`src/hw/rtl/tli_pkg.sv`:
```
// ----------------------------------------------------------------------------
// tli_pkg
// Types and constants of the table linear interpolator.
// ----------------------------------------------------------------------------
package tli_pkg;

  localparam int MAX_ENTRIES = 1024;
  localparam int DATA_WIDTH  = 32;
  localparam int ADDR_W      = $clog2(MAX_ENTRIES);
  localparam int CNT_W       = 11;
  localparam int INDEX_W     = 10;
  localparam int PADDR_W     = 3;
  localparam int PDATA_W     = 32;

  localparam logic [CNT_W-1:0] RESET_ENTRIES = CNT_W'(920);

  localparam logic CMD_LOAD  = 1'b0;
  localparam logic CMD_QUERY = 1'b1;

  localparam logic STATUS_OK    = 1'b0;
  localparam logic STATUS_RANGE = 1'b1;

  localparam logic [PADDR_W-3:0] REG_ENTRIES = '0;

  typedef struct packed {
    logic                  cmd;
    logic [INDEX_W-1:0]    entry_index;
    logic [DATA_WIDTH-1:0] breakpoint_x;
    logic [DATA_WIDTH-1:0] breakpoint_y;
    logic [DATA_WIDTH-1:0] query_x;
  } tli_in_t;

  typedef struct packed {
    logic [DATA_WIDTH-1:0] interp_value;
    logic                  status;
  } tli_out_t;

  typedef struct packed {
    logic [DATA_WIDTH-1:0] x;
    logic [DATA_WIDTH-1:0] y;
  } tli_entry_t;

  typedef struct packed {
    logic                  go;
    logic [DATA_WIDTH-1:0] a;
    logic [DATA_WIDTH-1:0] b;
    logic [DATA_WIDTH-1:0] d;
  } tli_md_req_t;

  typedef struct packed {
    logic                  done;
    logic [DATA_WIDTH-1:0] quot;
    logic                  inexact;
  } tli_md_rsp_t;

endpackage

```
`src/hw/rtl/tli_muldiv.sv`:
```
// ----------------------------------------------------------------------------
// tli_muldiv
// Iterative a*b/d: a multiply step, then restoring division at two
// quotient bits per cycle. Requires a*b/d below 2^DATA_WIDTH.
// ----------------------------------------------------------------------------
module tli_muldiv
  import tli_pkg::*;
(
  input  logic        clk,
  input  logic        rst,
  input  tli_md_req_t req,
  output tli_md_rsp_t rsp
);

  localparam int STEPS = DATA_WIDTH / 2;
  localparam int STEP_W = $clog2(STEPS);

  typedef enum logic [1:0] {M_IDLE, M_MUL, M_DIV} mstate_t;

  mstate_t                 state;
  logic [DATA_WIDTH-1:0]   a_r;
  logic [DATA_WIDTH-1:0]   b_r;
  logic [DATA_WIDTH-1:0]   d_r;
  logic [DATA_WIDTH-1:0]   rem;
  logic [DATA_WIDTH-1:0]   low;
  logic [STEP_W-1:0]       count;
  logic                    done;
  logic [2*DATA_WIDTH-1:0] prod;
  logic [DATA_WIDTH:0]     r1;
  logic [DATA_WIDTH:0]     r2;
  logic [DATA_WIDTH-1:0]   rem1;
  logic [DATA_WIDTH-1:0]   rem_next;
  logic                    q1;
  logic                    q2;

  assign prod = {{DATA_WIDTH{1'b0}}, a_r} * {{DATA_WIDTH{1'b0}}, b_r};

  // Two chained compare-subtract steps; remainder stays below d.
  always_comb begin
    r1   = {rem, low[DATA_WIDTH-1]};
    q1   = (r1 >= {1'b0, d_r});
    rem1 = q1 ? DATA_WIDTH'(r1 - {1'b0, d_r}) : r1[DATA_WIDTH-1:0];
    r2   = {rem1, low[DATA_WIDTH-2]};
    q2   = (r2 >= {1'b0, d_r});
    rem_next = q2 ? DATA_WIDTH'(r2 - {1'b0, d_r}) : r2[DATA_WIDTH-1:0];
  end

  always_ff @(posedge clk) begin
    if (rst) begin
      state <= M_IDLE;
      done  <= 1'b0;
    end else begin
      done <= 1'b0;
      unique case (state)
        M_IDLE: begin
          if (req.go) begin
            a_r   <= req.a;
            b_r   <= req.b;
            d_r   <= req.d;
            state <= M_MUL;
          end
        end
        M_MUL: begin
          // Upper half is already below d since the quotient fits.
          rem   <= prod[2*DATA_WIDTH-1:DATA_WIDTH];
          low   <= prod[DATA_WIDTH-1:0];
          count <= STEP_W'(STEPS - 1);
          state <= M_DIV;
        end
        M_DIV: begin
          rem   <= rem_next;
          low   <= {low[DATA_WIDTH-3:0], q1, q2};
          count <= count - 1'b1;
          if (count == '0) begin
            done  <= 1'b1;
            state <= M_IDLE;
          end
        end
        default: state <= M_IDLE;
      endcase
    end
  end

  assign rsp.done    = done;
  assign rsp.quot    = low;
  assign rsp.inexact = (rem != '0);

endmodule

```
`config.mk`:
```
export PLATFORM = sky130hd
export DESIGN_NAME = tli_muldiv
export DESIGN_NICKNAME = d
export VERILOG_FILES = /design/src/hw/rtl/tli_pkg.sv /design/src/hw/rtl/tli_muldiv.sv
export SDC_FILE = /design/constraint.sdc
export NUM_CORES = 2
export LEC_CHECK = 0
export ABC_AREA = 0
export BUFFER_PORTS_ARGS = -buffer_cell sky130_fd_sc_hd__buf_2
export CORE_MARGIN = 5
export CORE_UTILIZATION = 55
export DETAILED_ROUTE_END_ITERATION = 12
export GPL_TIMING_DRIVEN = 1
export HOLD_SLACK_MARGIN = 0.15
export PLACE_DENSITY = 0.69
export SLEW_MARGIN = 0
export SYNTH_ARGS = -nofsm -noshare
export SYNTH_HDL_FRONTEND = slang
export SYNTH_SLANG_ARGS = --single-unit
```
`constraint.sdc`:
```
create_clock -name clk -period 20.6 [get_ports clk]
set_input_delay 0 -clock clk [delete_from_list [all_inputs] [get_ports clk]]
set_output_delay 0 -clock clk [all_outputs]
set_load 0.02 [all_outputs]
```
==> metrics <==
drt total wl 118000 um; syn_nets 5879; drt pass-1 iters 5; clock sinks 167; skew final 30.7 ps; area leader, netlist fa_1; Finished Layout Cells 5706; global-route wire length before repair 192000 um; Critical R2R Launch b_r[7]; max-slew violations 0; Die Area 84200 um^2; CP Class reg -> reg; CP required 20840 ps; # setup viols final 0; Buffers on Ports 132; Post-DP HPWL 91300 um; Detailed Route Iter0 Violations 2057; Final Cycle Share 41.9%; Worst Hold Depth 2; GRT Residual Overflow 0; Clk Latency, worst-skew pair 530 ps; Clock transition at path regs 100 ps; RSZ-0062 raised after global routing false; Startpoint Class flip-flop; number of antenna violations at the first check in global routing 4; CP Capture Type flip-flop; worst min path class in -> reg; CP arrival 8880 ps; crit path time final 8630 ps; Die Y 290 um; Worst Reg2Reg Path Length in Cells 21; Synth Register Bits 167; wire length per cell ~21 um; largest net degree at the start of global routing a little under 70; Fillers 6814; cell with the most instances after synthesis inv_1; Core Footprint 77600 um^2; row count 102; vias 32100; post-layout net count 5980; clock root buffer clkbuf_16; Tightest Pin Transition between 1000 and 1500 ps; layout cell share with drive strength beyond 1 under 10%; Post-synth EDFFs 164; vias in the first global route 34600; Placed Cells 5557; Boundary Pins 133; Fin. Hold Viols 0; Crit Path Max Fanout 32; H-tree depth 4; Die Wd between 200 and 300 um; max cap viols 0; syn_area_per_cell between 9 and 10 um^2; total CTS buffers 17; top-area cell type share of the netlist area between 40% and 50%; Post-CTS Resized 0; asr flop ratio synth 0%; Layout area overhead 7.74%; DRC 0; reg2reg end rem[1]; Post-synth top cells inv_1, fa_1, and2_1, nand2_1, ha_1; synth warn 0; Vias per Instance between 5 and 6; post-route ant nets 0; Hold Path End a_r[13]; Top FF cell, synth edfxtp_1; GPL Wtd Cong 0.998; status complete, no violations; GRT Total Usage 28.8%; CTS tree yes; Mapped Cells between 4000 and 5000; Area contributors post-synth fa_1, edfxtp_1, ha_1; area of the mapped netlist 43200 um^2; maximum clock insertion buffer count 2; Sum Neg Setup Slack 0 ps; post-synthesis sequential area ratio 11.5%; hold wc startpoint req[77]; Worst R2R Setup Slack 11970 ps; initial core utilization between 50% and 60%; fmax between 100 and 150 MHz; Yosys cell types 91; slew margin rel. between 10% and 20%
logic make-up after synthesis:
kind of cell | synth area share [%]
adder cells (fa/ha/maj) | 51.2
buffers and inverters | 10.0
flip-flops | 11.5
XOR/XNOR | 2.39
AO/OA/AOI/OAI | 6.95
AND/OR/NAND/NOR | 16.3
multiplexers | 1.56
critical path: stages, from the launching register on:
cell and delay [ps]:
edfxtp_1 1210, and2_1 260, fa_1 440, fa_1 510
fa_1 540, inv_1 60, fa_1 480, inv_1 60
fa_1 480, fa_1 560, fa_1 440, fa_1 450
ha_1 420, a21oi_1 350, o21bai_1 100, a211o_1 340
nor3_1 250, o31ai_2 180, a21boi_0 430, o21ai_0 190
xnor2_1 440, mux2i_4 100
stage by stage:
stage               instance area [um^2]  hold slack [ps]  worst slack (ps)  utilization, %
global route                       46500              175             11500            59.9
CTS                                46500              150             12030            59.9
detailed placement                 44700              178             12090            57.6
global placement                   44700              176             12070            57.6
floorplan                          43200             72.4             13430               -
finish                             46500              195             11970            59.9
what timing repair did:
item / in CTS / in global routing
hold endpoints to repair: 99 / 0
hold buffers: 116 / 0
setup buffers: 0 / 0
final cells by class:
class	count	area (um^2)	share of cell area, %
multi-input combinational	3249	33900	72.8
sequential	167	4980	10.7
inverter	902	3390	7.28
timing repair buffer	315	2320	5.00
tap	1040	1300	2.80
clock buffer	17	425	0.915
clock inverter	15	210	0.452
antenna	1	2.50	0.00538
worst max-delay path by stage:
| stage | startpoint | to | slack [ps] | cells past startpoint |
|---|---|---|---|---|
| floorplan | b_r[2] | rem[15] | 13430 | 26 |
| global placement | b_r[6] | rem[15] | 12070 | 22 |
| detailed placement | b_r[7] | rem[15] | 12090 | 22 |
| CTS | b_r[7] | rem[15] | 12030 | 22 |
| global route | b_r[11] | rem[27] | 11500 | 23 |
| finish | b_r[7] | rem[1] | 11970 | 21 |
layout by cell type, fill, tap and decap left out, drive strengths merged, types with 18 or more instances in the layout:
cell type,synthesis,routed
and3,20,20
a211oi,21,21
a21oi,121,121
xor2,50,50
nor2,76,76
nor3,18,18
o21ai,126,126
ha,331,331
and2,601,601
nand4,21,21
buf,14,199
a21o,67,67
inv,902,910
edfxtp,164,164
xnor2,68,68
dlygate4sd3,0,116
nand2,557,557
fa,898,898
mux2i,50,50
layer usage:
layer	global-route usage [%]	part of all wire [%]	wire, um	up-vias
met5	0	0.0093	11	-
met2	49.4	50	58600	1162
met1	37.7	40	47000	16500
met3	3.55	6.1	7170	290
li1	-	-	-	14100
met4	11.2	4.5	5330	2
registers in the layout (all words and copies together), names as in the netlist:
| signal | count |
|---|---|
| b_r | 32 |
| count | 4 |
| d_r | 32 |
| rem | 32 |
| a_r | 32 |
| state | 2 |
| low | 32 |
| done | 1 |
Power is left out: the tool's default activity adds up to more than one toggle a clock period on the data nets, which glitch-free logic cannot reach.
